## src/sv/lbee_pkg.sv

```systemverilog
// Shared types, constants and helpers of the LED brightness effect engine.
`default_nettype none
package lbee_pkg;

    localparam int LEVEL_BITS = 8;
    localparam int TIME_BITS  = 16;
    localparam int DUR_W      = 16;
    localparam int FUNC_W     = 4;
    localparam int DIV_W      = LEVEL_BITS + 1;
    localparam int DIR_W      = 4;
    localparam int FSTEP_W    = 3;

    typedef logic [LEVEL_BITS-1:0] level_t;
    typedef logic [TIME_BITS-1:0]  time_t;
    typedef logic [DUR_W-1:0]      dur_t;
    typedef logic [DIV_W-1:0]      divisor_t;
    typedef logic signed [DIR_W-1:0] dir_t;
    typedef logic [FSTEP_W-1:0]    fstep_t;

    typedef enum logic [2:0] {
        MODE_OFF       = 3'd0,
        MODE_ON        = 3'd1,
        MODE_BREATHE   = 3'd2,
        MODE_FADE_DOWN = 3'd3,
        MODE_FADE_UP   = 3'd4,
        MODE_BLINK     = 3'd5,
        MODE_DIM       = 3'd6
    } mode_t;

    typedef enum logic [FUNC_W-1:0] {
        FN_TICK      = 4'd0,
        FN_OFF       = 4'd1,
        FN_ON        = 4'd2,
        FN_BREATHE   = 4'd3,
        FN_FADE_DOWN = 4'd4,
        FN_FADE_UP   = 4'd5,
        FN_BLINK     = 4'd6,
        FN_DIM       = 4'd7,
        FN_RESTART   = 4'd8
    } func_t;

    localparam int REG_MAX_LEVEL = 0;
    localparam int REG_MIN_LEVEL = 1;

    localparam dur_t   PERIOD_ONOFF   = dur_t'(10);
    localparam dur_t   PERIOD_DIM     = dur_t'(1000);
    localparam dur_t   PERIOD_RESET   = dur_t'(30);
    localparam level_t MAX_LEVEL_RST  = level_t'(255);
    localparam level_t MIN_LEVEL_RST  = level_t'(0);
    localparam fstep_t FSTEP_RST      = fstep_t'(5);
    localparam dir_t   DIR_RST        = dir_t'(5);

    typedef struct packed {
        level_t level;
        dir_t   direction;
    } step_t;

    // Clip a duration-sized value to the range of the tick counter.
    function automatic time_t sat_time(input dur_t v);
        localparam int SAT_W = (TIME_BITS > DUR_W) ? TIME_BITS : DUR_W;
        logic [SAT_W-1:0] wide;
        logic [SAT_W-1:0] lim;
        wide = SAT_W'(v);
        lim  = SAT_W'({TIME_BITS{1'b1}});
        if (wide > lim)
            return TIME_BITS'(lim);
        else
            return TIME_BITS'(wide);
    endfunction

endpackage
`default_nettype wire

```

## src/sv/lbee_div.sv

```systemverilog
// Restoring divider that produces one quotient bit per cycle.
`default_nettype none
module lbee_div (
    input  wire logic              clk,
    input  wire logic              rst_n,
    input  wire logic              start,
    input  wire lbee_pkg::dur_t    dividend,
    input  wire lbee_pkg::divisor_t divisor,
    output logic                   done,
    output lbee_pkg::dur_t         quotient
);
    import lbee_pkg::*;

    localparam int CNT_W = $clog2(DUR_W);

    typedef enum logic {DV_IDLE, DV_RUN} dv_state_t;

    dv_state_t          state_reg;
    logic [CNT_W-1:0]   cnt_reg;
    dur_t               q_reg;
    divisor_t           rem_reg;
    divisor_t           dvs_reg;
    logic               done_reg;
    logic [DIV_W:0]     trial;
    logic [DIV_W:0]     diff;
    logic               fits;

    assign trial = {rem_reg, q_reg[DUR_W-1]};
    assign diff  = trial - {1'b0, dvs_reg};
    assign fits  = (trial >= {1'b0, dvs_reg});

    always_ff @(posedge clk or negedge rst_n)
    begin
        if (!rst_n)
        begin
            state_reg <= DV_IDLE;
            cnt_reg   <= '0;
            done_reg  <= 1'b0;
        end
        else
        begin
            done_reg <= 1'b0;
            unique case (state_reg)
                DV_IDLE:
                begin
                    if (start)
                    begin
                        q_reg     <= dividend;
                        dvs_reg   <= divisor;
                        rem_reg   <= '0;
                        cnt_reg   <= '0;
                        state_reg <= DV_RUN;
                    end
                end
                DV_RUN:
                begin
                    // The remainder stays below the divisor, so its low bits suffice.
                    rem_reg <= fits ? diff[DIV_W-1:0] : trial[DIV_W-1:0];
                    q_reg   <= {q_reg[DUR_W-2:0], fits};
                    cnt_reg <= cnt_reg + 1'b1;
                    if (cnt_reg == CNT_W'(DUR_W - 1))
                    begin
                        done_reg  <= 1'b1;
                        state_reg <= DV_IDLE;
                    end
                end
                default:
                begin
                    state_reg <= DV_IDLE;
                end
            endcase
        end
    end

    assign done     = done_reg;
    assign quotient = q_reg;

endmodule
`default_nettype wire

```

## src/sv/lbee_stepper.sv

```systemverilog
// One brightness update step: shared add, clamp and direction reversal.
`default_nettype none
module lbee_stepper (
    input  wire lbee_pkg::mode_t  mode,
    input  wire lbee_pkg::level_t brightness,
    input  wire lbee_pkg::fstep_t fade_step,
    input  wire lbee_pkg::dir_t   fade_dir,
    input  wire lbee_pkg::level_t max_level,
    input  wire lbee_pkg::level_t min_level,
    output lbee_pkg::step_t       result
);
    import lbee_pkg::*;

    localparam int SUM_W = LEVEL_BITS + 2;

    logic signed [SUM_W-1:0] delta;
    logic signed [SUM_W-1:0] sum;
    logic signed [SUM_W-1:0] hi;
    logic signed [SUM_W-1:0] lo;
    logic signed [SUM_W-1:0] clip;
    level_t                  clamped;
    dir_t                    pos_step;

    assign pos_step = dir_t'({1'b0, fade_step});

    always_comb
    begin
        unique case (mode)
            MODE_BREATHE:   delta = SUM_W'(fade_dir);
            MODE_FADE_DOWN: delta = -$signed(SUM_W'({1'b0, fade_step}));
            MODE_FADE_UP:   delta = $signed(SUM_W'({1'b0, fade_step}));
            default:        delta = '0;
        endcase
        hi   = $signed(SUM_W'({2'b00, max_level}));
        lo   = $signed(SUM_W'({2'b00, min_level}));
        sum  = $signed(SUM_W'({2'b00, brightness})) + delta;
        // The upper bound is applied first, so the lower bound wins when they cross.
        clip = (sum > hi) ? hi : sum;
        clip = (clip < lo) ? lo : clip;
        clamped = clip[LEVEL_BITS-1:0];

        result.level     = brightness;
        result.direction = fade_dir;
        unique case (mode)
            MODE_OFF: result.level = min_level;
            MODE_ON:  result.level = max_level;
            MODE_BREATHE:
            begin
                result.level = clamped;
                if (clamped == min_level)
                    result.direction = pos_step;
                else if (clamped == max_level)
                    result.direction = -pos_step;
            end
            MODE_FADE_DOWN:
                result.level = (clamped == min_level) ? max_level : clamped;
            MODE_FADE_UP:
                result.level = (clamped == max_level) ? min_level : clamped;
            MODE_BLINK:
                result.level = (brightness == max_level) ? min_level : max_level;
            default:
                result.level = brightness;
        endcase
    end

endmodule
`default_nettype wire

```

## src/sv/led_brightness_effect_engine_core.sv

```systemverilog
// Top level of the LED brightness effect engine: sequencer, state and output queue.
// A level that a tick causes goes to the output register, or to the skid entry if held.
// Off, on, blink, dim, restart act on acceptance; input stalls while two levels wait.
// Breathe and fade start the shared divider unless max_level is zero; it retires
// one quotient bit per cycle over the 16-bit duration; its quotient sets the period.
// Reset (rst_n low, asynchronous) gives brightness 127, effect off, period 30.
`default_nettype none
module led_brightness_effect_engine_core (
    input  wire logic        clk,
    input  wire logic        rst_n,
    input  wire logic        s_tvalid,
    output logic             s_tready,
    input  wire logic [23:0] s_tdata,   // [15:0] duration_ms, [23:16] dim_level
    input  wire logic [3:0]  s_tuser,   // [3:0] func
    output logic             m_tvalid,
    input  wire logic        m_tready,
    output logic [7:0]       m_tdata,   // [7:0] level
    input  wire logic        cfg_we,
    input  wire logic        cfg_index,
    input  wire logic [7:0]  cfg_wdata
);
    import lbee_pkg::*;

    typedef enum logic {ST_IDLE, ST_DIV} state_t;

    state_t   state_reg, state_next;
    level_t   max_reg, min_reg;
    level_t   bright_reg, bright_next;
    mode_t    mode_reg, mode_next;
    time_t    period_reg, period_next;
    time_t    elapsed_reg, elapsed_next;
    fstep_t   fstep_reg, fstep_next;
    dir_t     dir_reg, dir_next;

    // Two-entry result queue: the output register plus a skid entry behind it.
    level_t   out_reg, out_next;
    logic     out_valid_reg, out_valid_next;
    level_t   skid_reg, skid_next;
    logic     skid_valid_reg, skid_valid_next;

    logic     s_accept;
    logic     pop;
    logic     push;
    func_t    fn;
    dur_t     dur;
    level_t   dim_val;
    step_t    step;
    logic     div_start;
    divisor_t div_divisor;
    logic     div_done;
    dur_t     div_quot;
    dir_t     one_dir;

    assign dur     = s_tdata[15:0];
    assign dim_val = s_tdata[23:16];
    assign fn      = func_t'(s_tuser);
    assign one_dir = dir_t'(1);

    // New transfers wait while a divide runs or while the skid entry is occupied.
    assign s_tready = (state_reg == ST_IDLE) && !skid_valid_reg;
    assign s_accept = s_tvalid && s_tready;
    assign pop      = out_valid_reg && m_tready;

    lbee_stepper u_stepper (
        .mode       (mode_reg),
        .brightness (bright_reg),
        .fade_step  (fstep_reg),
        .fade_dir   (dir_reg),
        .max_level  (max_reg),
        .min_level  (min_reg),
        .result     (step)
    );

    lbee_div u_div (
        .clk      (clk),
        .rst_n    (rst_n),
        .start    (div_start),
        .dividend (dur),
        .divisor  (div_divisor),
        .done     (div_done),
        .quotient (div_quot)
    );

    always_comb
    begin
        state_next   = state_reg;
        bright_next  = bright_reg;
        mode_next    = mode_reg;
        period_next  = period_reg;
        elapsed_next = elapsed_reg;
        fstep_next   = fstep_reg;
        dir_next     = dir_reg;
        div_start    = 1'b0;
        div_divisor  = {1'b0, max_reg};
        push         = 1'b0;

        if (s_accept)
        begin
            unique case (fn)
                FN_TICK:
                begin
                    if (elapsed_reg >= period_reg)
                    begin
                        bright_next  = step.level;
                        dir_next     = step.direction;
                        elapsed_next = '0;
                        push         = 1'b1;
                    end
                    else if (elapsed_reg != {TIME_BITS{1'b1}})
                    begin
                        elapsed_next = elapsed_reg + 1'b1;
                    end
                end
                FN_OFF:
                begin
                    mode_next   = MODE_OFF;
                    period_next = sat_time(PERIOD_ONOFF);
                end
                FN_ON:
                begin
                    mode_next   = MODE_ON;
                    period_next = sat_time(PERIOD_ONOFF);
                end
                FN_BREATHE:
                begin
                    fstep_next = fstep_t'(1);
                    if (bright_reg == '0)
                        dir_next = one_dir;
                    else if (bright_reg == max_reg)
                        dir_next = -one_dir;
                    mode_next   = MODE_BREATHE;
                    div_divisor = {max_reg, 1'b0};
                    if (max_reg == '0)
                        period_next = sat_time(PERIOD_DIM);
                    else
                    begin
                        div_start  = 1'b1;
                        state_next = ST_DIV;
                    end
                end
                FN_FADE_DOWN:
                begin
                    fstep_next = fstep_t'(1);
                    if (bright_reg == '0)
                        bright_next = max_reg;
                    dir_next  = -one_dir;
                    mode_next = MODE_FADE_DOWN;
                    if (max_reg == '0)
                        period_next = sat_time(PERIOD_DIM);
                    else
                    begin
                        div_start  = 1'b1;
                        state_next = ST_DIV;
                    end
                end
                FN_FADE_UP:
                begin
                    fstep_next = fstep_t'(1);
                    if (bright_reg == max_reg)
                        bright_next = '0;
                    dir_next  = one_dir;
                    mode_next = MODE_FADE_UP;
                    if (max_reg == '0)
                        period_next = sat_time(PERIOD_DIM);
                    else
                    begin
                        div_start  = 1'b1;
                        state_next = ST_DIV;
                    end
                end
                FN_BLINK:
                begin
                    period_next = sat_time({1'b0, dur[DUR_W-1:1]});
                    mode_next   = MODE_BLINK;
                end
                FN_DIM:
                begin
                    mode_next   = MODE_DIM;
                    bright_next = dim_val;
                    period_next = sat_time(PERIOD_DIM);
                end
                FN_RESTART:
                begin
                    bright_next = min_reg;
                end
                default:
                begin
                    // Unused function codes leave the state as it is.
                end
            endcase
        end

        if (state_reg == ST_DIV && div_done)
        begin
            period_next = sat_time(div_quot);
            state_next  = ST_IDLE;
        end
    end

    // Result queue. A push only happens while the skid entry is empty.
    always_comb
    begin
        out_next        = out_reg;
        out_valid_next  = out_valid_reg;
        skid_next       = skid_reg;
        skid_valid_next = skid_valid_reg;
        if (pop)
        begin
            if (skid_valid_reg)
            begin
                out_next        = skid_reg;
                skid_valid_next = 1'b0;
            end
            else
            begin
                out_valid_next = 1'b0;
            end
        end
        if (push)
        begin
            if (!out_valid_reg || pop)
            begin
                out_next       = step.level;
                out_valid_next = 1'b1;
            end
            else
            begin
                skid_next       = step.level;
                skid_valid_next = 1'b1;
            end
        end
    end

    always_ff @(posedge clk or negedge rst_n)
    begin
        if (!rst_n)
        begin
            state_reg      <= ST_IDLE;
            max_reg        <= MAX_LEVEL_RST;
            min_reg        <= MIN_LEVEL_RST;
            bright_reg     <= level_t'(MAX_LEVEL_RST >> 1);
            mode_reg       <= MODE_OFF;
            period_reg     <= sat_time(PERIOD_RESET);
            elapsed_reg    <= '0;
            fstep_reg      <= FSTEP_RST;
            dir_reg        <= DIR_RST;
            out_valid_reg  <= 1'b0;
            skid_valid_reg <= 1'b0;
        end
        else
        begin
            state_reg      <= state_next;
            bright_reg     <= bright_next;
            mode_reg       <= mode_next;
            period_reg     <= period_next;
            elapsed_reg    <= elapsed_next;
            fstep_reg      <= fstep_next;
            dir_reg        <= dir_next;
            out_valid_reg  <= out_valid_next;
            skid_valid_reg <= skid_valid_next;
            if (cfg_we)
            begin
                if (cfg_index == 1'(REG_MAX_LEVEL))
                    max_reg <= cfg_wdata;
                else
                    min_reg <= cfg_wdata;
            end
        end
    end

    always_ff @(posedge clk)
    begin
        out_reg  <= out_next;
        skid_reg <= skid_next;
    end

    assign m_tvalid = out_valid_reg;
    assign m_tdata  = out_reg;

endmodule
`default_nettype wire
```

## config.mk

```make
export PLATFORM = sky130hd
export DESIGN_NAME = led_brightness_effect_engine_core
export DESIGN_NICKNAME = d
export VERILOG_FILES = /design/src/sv/lbee_pkg.sv /design/src/sv/lbee_div.sv /design/src/sv/lbee_stepper.sv /design/src/sv/led_brightness_effect_engine_core.sv
export SDC_FILE = /design/constraint.sdc
export NUM_CORES = 1
export LEC_CHECK = 0
export BUFFER_PORTS_ARGS = -buffer_cell sky130_fd_sc_hd__buf_2
export CORE_ASPECT_RATIO = 0.75
export CORE_UTILIZATION = 65
export DETAILED_ROUTE_END_ITERATION = 6
export PLACE_DENSITY = 0.85
export SKIP_LAST_GASP = 1
export SLEW_MARGIN = 20
export SYNTH_ARGS = -nofsm -noshare
export SYNTH_HDL_FRONTEND = slang
export SYNTH_SLANG_ARGS = --single-unit
```

## constraint.sdc

```tcl
create_clock -name clk -period 12.65 [get_ports clk]
set_input_delay 0.6325 -clock clk [delete_from_list [all_inputs] [get_ports clk]]
set_output_delay 0.6325 -clock clk [all_outputs]
set_load 0.02 [all_outputs]
```

## Word level (Yosys, flattened, before mapping)

Cells that the tools add are included.

| cells by class | value |
|---|---|
| add/subtract/negate cells | 6 |
| $lt $le $gt $ge | 5 |
| equality and inequality tests | 27 |
| mux-type cells | 61 |
| bitwise logic cells | 4 |
| reductions and logical operators | 33 |

Operator list:

| operator | number |
|---|---|
| 2-to-1 mux 16 bit | 7 |
| 2-to-1 mux 8 bit | 13 |
| one-hot mux 16 bit (4 select lines) | 1 |
| one-hot mux 8 bit (6 select lines) | 1 |
| one-hot mux 8 bit (5 select lines) | 1 |
| one-hot mux 16 bit (2 select lines) | 1 |
| one-hot mux 10 bit (3 select lines) | 1 |
| 2-to-1 mux 4 bit | 7 |
| == test 8 bit | 3 |
| 2-to-1 mux 1 bit | 21 |
| one-hot mux 3 bit (7 select lines) | 1 |
| 2-to-1 mux 9 bit | 2 |
| one-hot mux 9 bit (2 select lines) | 1 |
| adder 16 x 1 -> 16 bit (second input constant) | 1 |
| == test 4 x 3 -> 1 bit (second input constant) | 4 |
| greater-or-equal comparator 16 bit | 1 |
| greater-than comparator 16 bit (second input constant) | 1 |
| zero test 8 bit | 2 |
| inequality test 16 bit (second input constant) | 1 |
| one-hot mux 4 bit (4 select lines) | 1 |
| AND reduction 2 bit | 7 |
| AND reduction 3 bit | 4 |
| adder 9 x 10 -> 10 bit | 1 |
| greater-or-equal comparator 10 x 9 -> 1 bit | 1 |
| 33 further kinds | 52 |

| word-level totals | value |
|---|---|
| register bits | 123 |
| input port bits | 42 |

## Depth between registers and ports, before layout

Gate-level depths: netlist (run 1).

| depth | value |
|---|---|
| word-level depth | 13 |
| mapped depth | 33 |
| mapped depth without buffers | 28 |

## By module

From an unflattened synthesis (run 1), not the netlist that was laid out.

| second synthesis, totals | value |
|---|---|
| cell total of the unflattened synthesis | 1037 |
| area, all modules | 9560.4 µm² |

Modules (own cells, without submodules):

| module | times used | cells an instance | area an instance (µm²) |
|---|---|---|---|
| led_brightness_effect_engine_core | 1 | 461 | 4773.3 |
| lbee_stepper | 1 | 419 | 2710.1 |
| lbee_div | 1 | 157 | 2077.0 |

## Worst setup path before layout (run 1)

OpenSTA, ideal clock, no wires.

| path | value |
|---|---|
| path type | reg-to-reg |
| start point | reg mode_reg[0] |
| end point | reg dir_reg[1] |
| data arrival time | 6.860 ns |
| data required time | 12.525 ns |
| slack | 5.666 ns |
| cell stages (with the launch flop) | 32 |
| path buffers | 5 |
| path through | dfrtp_1 > buf_2 > clkinv_1 > nand3_1 > buf_2 > o22ai_1 > ha_1 > clkbuf_1 > o21a_1 > or4_4 > o32a_1 > xnor2_1 > ha_1 > and4_1 > nand2_1 > o221ai_1 > a211oi_2 > buf_2 > clkbuf_1 > o21ai_0 > ha_1 > nand3_1 > o221ai_1 > nand2_1 > and2_1 > a221o_1 > a221oi_1 > nand2_1 > nand4_2 > nand2_1 > a21oi_1 > mux2_2 |

| between the ends | value |
|---|---|
| longest elaborated chain between the ends | 12 |

RTL lines:

| what | line | RTL |
|---|---|---|
| start, declared | led_brightness_effect_engine_core.sv:29 | `mode_t mode_reg, mode_next;` |
| start signal, assigned | led_brightness_effect_engine_core.sv:254 | `mode_reg <= mode_next;` |
| == test 3 bit (tied with other cells) | lbee_stepper.sv:28 | `unique case (mode)` |
| one-hot mux 10 bit (3 select lines) | lbee_stepper.sv:28 |  |
| adder 9 x 10 -> 10 bit | lbee_stepper.sv:36 | `sum = $signed(SUM_W'({2'b00, brightness})) + delta;` |
| greater-than comparator 10 x 9 -> 1 bit | lbee_stepper.sv:38 | `clip = (sum > hi) ? hi : sum;` |
| 2-to-1 mux 10 bit | lbee_stepper.sv:38 |  |
| less-than comparator 10 x 9 -> 1 bit | lbee_stepper.sv:39 | `clip = (clip < lo) ? lo : clip;` |
| 2-to-1 mux 8 bit | lbee_stepper.sv:39 |  |
| == test 8 bit | lbee_stepper.sv:50 | `if (clamped == min_level)` |
| 2-to-1 mux 4 bit | lbee_stepper.sv:50 |  |
| 2-to-1 mux 4 bit | lbee_stepper.sv:44 | `unique case (mode)` |
| 2-to-1 mux 4 bit | led_brightness_effect_engine_core.sv:102 | `if (elapsed_reg >= period_reg)` |
| one-hot mux 4 bit (4 select lines) | led_brightness_effect_engine_core.sv:99 | `unique case (fn)` |
| end signal, assigned | led_brightness_effect_engine_core.sv:258 | `dir_reg <= dir_next;` |
| end, declared | led_brightness_effect_engine_core.sv:33 | `dir_t dir_reg, dir_next;` |

Several ways; a longest one is shown, not always the timed one. The select of a mux whose other input is x is not followed.
A chain may end at the register's enable or synchronous reset.

==> impl_metrics.py, run 1 <==
metrics = {
    "critical_path": {
        "r2r-start": "mode_reg[0]",
        "crit_path_start": "mode_reg[0]",
        "crit_required_ns": 13.00,
        "critPathSlowestCell": "dfrtp_1",
        "reg2reg_depth": 28,
        "cpPeakStageDelay_ns": 0.49,
        "start_kind": "register",
        "worstPathArrival_ns": 8.27,
        "endpoint_kind": "register",
        "cp_common_cell": "ha_1",
        "worstSetupPathType": "reg2reg",
        "path_max_fanout": 22,
    },
    "die": {
        "ios": 52,
        "dieArea_um2": 13300,
        "start_util_pct": 67.2,
        "rows": 35,
        "die_y_um": 100,
        "coreArea_um2": 12400,
        "die_w_um": 133,
    },
    "yosys": {
        "synthDominantCellAreaShare_pct": 15.1,
        "synthArstFlopShare_pct": 58.7,
        "synth.net_count": 1008,
        "ys_ff_latch": 121,
        "yosys.area.top_type": "edfxtp_1",
        "ys_types": 74,
        "avgSynthCellArea_um2": 9.06,
        "synth_ff_type": "dfrtp_1",
        "post-synth-top-count-cell": "nand2_1",
        "syn-instance-count": 920,
        "synth.top_cells.by_count": "nand2_1 (108), inv_1 (68), o21ai_0 (65)",
        "netlist_top_cells_area": "edfxtp_1 (15%), dfrtp_1 (15%), ha_1 (6.8%)",
        "ys_seq_area_share_pct": 38.7,
        "ys_warn_count": 0,
        "synth_area_um2": 8330,
        "synth_edf_count": 42,
    },
    "timing": {
        "setup_viol": 0,
        "slew_viol_final": 0,
        "rsz0062_at_grt": "false",
        "worst_pin_slew_ns": 1.14,
        "fin_skew_ns": 0.0134,
        "worst_slack_ns": 4.73,
        "finalSetupTns_ns": 0,
        "slew_headroom_pct": 22.9,
        "fmax_mhz": 126,
        "finalCriticalPeriod_ns": 7.92,
        "finalHoldViolations": 0,
        "post-route-period-util_pct": 62.6,
    },
    "cells_and_area": {
        "areaGrowthSynthToFinish_pct": 10.8,
        "final_util_pct": 74.5,
        "n_antenna_cell": 0,
        "layout-drive-gt1-share_pct": 16.7,
        "instances_no_fill": 1130,
        "nets": 1039,
        "num-fill-cells": 849,
    },
    "clock_tree": {
        "cts-hold-fix-buffers": 0,
        "cts_resized": 0,
        "ctsLongestPathBuffers": 2,
        "cts_tree": "built",
        "clk_pin_slew_ns": 0.06,
        "cts_setup_buffers": 0,
        "clkSinkCount": 121,
        "cts_made_buffers": 17,
        "insertion_delay_ns": 0.42,
        "cts_root_buffer": "clkbuf_16",
        "h-tree-depth": 4,
    },
    "route": {
        "drt-pass1-iter-count": 7,
        "vias": 7479,
        "routed_wl_um": 23600,
        "drt-initial-drc-count": 856,
        "wire_per_inst_um": 20.9,
        "drt.antenna.violating_nets": 0,
        "drt_drc_violations_left": 2,
        "vias_per_cell": 6.62,
    },
    "global_routing": {
        "grt_overflow_total": 0,
        "grt_pass1_wl_um": 37500,
        "grt_max_degree": 64,
        "grt_pass1_vias": 7062,
        "antenna_found_initial": 0,
        "grt_use_total_pct": 37.0,
    },
    "placement": {
        "hpwlAfterDp_um": 16500,
        "port_buffers": 51,
        "dp_slack_ns": 5.00,
        "gp_congestion": 1.11,
        "dp_cells": 1098,
    },
    "job": {
        "drv_cap": 0,
    },
    "pwr": {
        "totalPowerFinal_mw": 2.77,
        "p_leak_nw": 4.13,
        "vdd_drop_max_v": 0.000171,
        "power.density_nw_per_um2": 300,
    },
    "min_path": {
        "min-delay-path-class": "in2async",
    },
    "outcome": {
        "status": "finished, violations left",
        "violations": "DRC",
    },
}
==> power breakdown <==
group          total [mW]  switching [mW]  internal [mW]
Combinational        1.65            1.00          0.646
Sequential          0.663           0.119          0.544
Clock               0.458           0.187          0.271
Total                2.77            1.31           1.46
==> through the flow <==
step / area, µm² / hold WS [ns]
detailed placement: 8670 / 0.468
finish: 9230 / 0.0535
floorplan: 8330 / 0.337
CTS: 9230 / 0.0481
global placement: 8670 / 0.455
global route: 9230 / 0.0468
==> worst paths after layout <==
path / slack, ns / end
max in group asynchronous: 11.51 / period_reg[0]
worst min-delay path: 0.05 / u_div.state_reg
worst max register to register: 4.73 / m_tdata[1]
worst max-delay path: 4.73 / m_tdata[1]
worst min register to register: 0.48 / period_reg[4]
min in group clk: 0.42 / skid_valid_reg
==> area by class of cell <==
cell class / instances / area, µm² / share of cell area (%)
multi-input combinational: 682 / 4660 / 50.5
clock inverter: 14 / 124 / 1.34
clock buffer: 18 / 429 / 4.65
inverter: 70 / 263 / 2.85
sequential: 121 / 3220 / 34.9
timing repair buffer: 59 / 318 / 3.44
tap: 166 / 208 / 2.25
==> metal layers <==
metal,vias to the layer above,track usage [%],share of wire [%]
met1,3533,51.4,43
li1,3405,-,-
met5,-,2.22,0
met3,70,13.3,13
met4,0,11.4,2.2
met2,471,53.8,42
==> critical path: cells and delay by family, from the launching register on <==
kind / cells / cell delay, ns
adders and majority gates: 3 / 1.05
and+or+nand+nor: 8 / 1.99
AOI/OAI and AO/OA: 14 / 3.34
xor gates and xnor gates: 1 / 0.45
DFF: 1 / 0.49
buffers and inverters: 2 / 0.54
==> cell usage in the layout, fill, tap and decap left out, drive strengths merged, types with 27 or more instances in the layout <==
cell type / count
nor2: 62
mux2: 34
edfxtp: 42
o21ai: 75
nand3: 31
a21oi: 42
dfrtp: 50
nand2: 108
ha: 45
buf: 59
xnor2: 27
inv: 72
==> logic make-up (layout without fill, tap and decap cells) <==
logic type | Yosys count | in the layout | synth area share [%]
compound gates | 240 | 240 | 19.5
xor+xnor | 48 | 48 | 5.38
buf+inv | 117 | 161 | 5.42
flops | 121 | 121 | 38.7
mux | 56 | 56 | 7.24
fa+ha+maj | 46 | 46 | 7.00
simple gates | 292 | 292 | 16.8
No activity file was read; power rests on OpenSTA's default activity.
==> run 2: changes to the inputs <==
- CORE_UTILIZATION: 65 -> 56
- PLACE_DENSITY: 0.85 -> 0.77
- clock period: 12.65 -> 7.15 ns (I/O delays scaled with it)
==> run 2 against run 1 <==
The run now ends clean. Combinational power increased by 92%. Sequential power increased by 75%. Worst setup slack got worse by 4.4 ns. Global-route usage decreased by 5.1 points. Design area increased by 3.2%. Clock-buffer cell count decreased by 1. Worst hold slack improved by 0.027 ns. Clock power increased by 98%. Largest cell class unchanged. Highest routed layer unchanged.
==> impl_metrics.py, run 2 (synthesized netlist as in run 1, its figures left out) <==
metrics = {
    "outcome": {
        "status": "complete, no violations",
    },
    "die": {
        "dieArea_um2": 15400,
        "start_util_pct": 57.5,
        "coreArea_um2": 14500,
        "die_w_um": 143,
        "die_y_um": 108,
        "rows": 38,
        "ios": 52,
    },
    "critical_path": {
        "cpPeakStageDelay_ns": 0.55,
        "worstPathArrival_ns": 7.00,
        "r2r-end": "skid_reg[3]",
        "start_kind": "register",
        "critPathSlowestCell": "dfrtp_1",
        "endpoint_kind": "register",
        "reg2reg_depth": 30,
        "r2r-start": "mode_reg[2]",
        "crit_required_ns": 7.34,
        "r2r_setup_slack_ns": 0.34,
        "cp_common_cell": "ha_1",
        "worstSetupPathType": "reg2reg",
        "path_max_fanout": 22,
    },
    "job": {
        "drv_cap": 0,
    },
    "clock_tree": {
        "clkSinkCount": 121,
        "cts_tree": "built",
        "cts_root_buffer": "clkbuf_16",
        "cts_made_buffers": 17,
        "cts-hold-fix-buffers": 0,
        "clk_pin_slew_ns": 0.06,
        "ctsLongestPathBuffers": 2,
        "h-tree-depth": 4,
        "insertion_delay_ns": 0.43,
    },
    "min_path": {
        "min-delay-path-class": "in2async",
    },
    "route": {
        "drt.antenna.violating_nets": 0,
        "drt-initial-drc-count": 921,
        "vias_per_cell": 6.20,
        "routed_wl_um": 23400,
        "vias": 7301,
        "drt_drc_violations_left": 0,
        "wire_per_inst_um": 19.9,
        "drt-pass1-iter-count": 6,
    },
    "timing": {
        "slew_headroom_pct": 35.0,
        "finalCriticalPeriod_ns": 6.81,
        "setup_viol": 0,
        "fmax_mhz": 147,
        "finalSetupTns_ns": 0,
        "slew_viol_final": 0,
        "fin_skew_ns": 0.0105,
        "worst_pin_slew_ns": 0.975,
        "post-route-period-util_pct": 95.3,
        "finalHoldViolations": 0,
    },
    "cells_and_area": {
        "layout_commonest_cell": "nand2_1",
        "final_cell_area_um2": 9530,
        "nets": 1052,
        "areaGrowthSynthToFinish_pct": 14.3,
        "n_antenna_cell": 0,
        "layout-drive-gt1-share_pct": 19.3,
        "layout_common_cells": "nand2_1 (108), inv_1 (68), o21ai_0 (62)",
    },
    "global_routing": {
        "grt_pass1_vias": 6696,
        "grt_use_total_pct": 31.9,
        "grt_overflow_total": 0,
        "grt_pass1_wl_um": 36600,
        "grt_max_degree": 74,
        "antenna_found_initial": 0,
    },
    "placement": {
        "hpwlAfterDp_um": 16600,
        "place_area_um2": 8800,
        "gp_congestion": 1.02,
        "port_buffers": 51,
    },
    "pwr": {
        "p_leak_nw": 4.24,
        "power.density_nw_per_um2": 549,
        "vdd_drop_max_v": 0.000449,
    },
}
==> run 2: worst max-delay path, delay by kind of cell, from the launching register on <==
family | cells | cell delay [ns]
compound gates | 13 | 2.85
fa+ha+maj | 4 | 1.10
simple gates | 7 | 1.00
buf+inv | 4 | 0.65
flops | 1 | 0.55
xor+xnor | 1 | 0.26
mux | 1 | 0.16
==> run 2: cell type report <==
class | count | area (µm²)
fillers | 1158 | 4970
multi-input cells | 682 | 4740
flip-flops and latches | 121 | 3230
repair buffers | 72 | 428
clock buffers | 17 | 425
inverters | 70 | 267
well taps | 200 | 250
clock inverters | 15 | 191
==> run 2: how the worst max path moves through the flow <==
| stage | from | to | slack (ns) | cells after the start |
|---|---|---|---|---|
| 2_1_floorplan | mode_reg[0] | dir_reg[1] | 0.17 | 31 |
| 3_3_place_gp | mode_reg[1] | skid_reg[0] | 0.25 | 29 |
| 3_5_place_dp | mode_reg[1] | skid_reg[2] | 0.16 | 31 |
| 4_1_cts | mode_reg[1] | skid_reg[2] | 0.02 | 31 |
| 5_1_grt | mode_reg[2] | skid_reg[2] | -0.05 | 29 |
| 6_report | mode_reg[2] | skid_reg[3] | 0.34 | 30 |
==> run 2: metrics by stage <==
stage	power [mW]	std cells	setup WS [ns]	hold slack [ns]	utilization (%)
3_5_place_dp	4.05	1141	0.163	0.458	60.7
3_3_place_gp	4.03	1141	0.254	0.453	60.6
5_1_grt	5.55	1177	-0.0549	0.136	65.7
4_1_cts	4.98	1173	0.0219	0.124	64.9
6_report	5.23	1177	0.336	0.0806	65.7
2_1_floorplan	3.27	920	0.166	0.0619	-
==> run 2: what timing repair did <==
item,in CTS,in global routing
buffers inserted,0,4
resized for setup,0,17
setup endpoints to repair,0,26
==> run 2: layer usage <==
layer  vias up  global-route usage, %  share of wire, %
li1       3431                      -                 -
met4         0                   10.3               2.4
met5         -                      0                 0
met2       407                   44.4                41
met1      3406                   47.9                45
met3        57                   7.61                11
==> run 2: power by group <==
group,switching (mW),leakage (nW),internal (mW),total [mW]
clock network,0.352,0.292,0.555,0.907
registers,0.194,1.33,0.964,1.16
logic,1.85,2.62,1.31,3.17
total,2.40,4.24,2.83,5.23
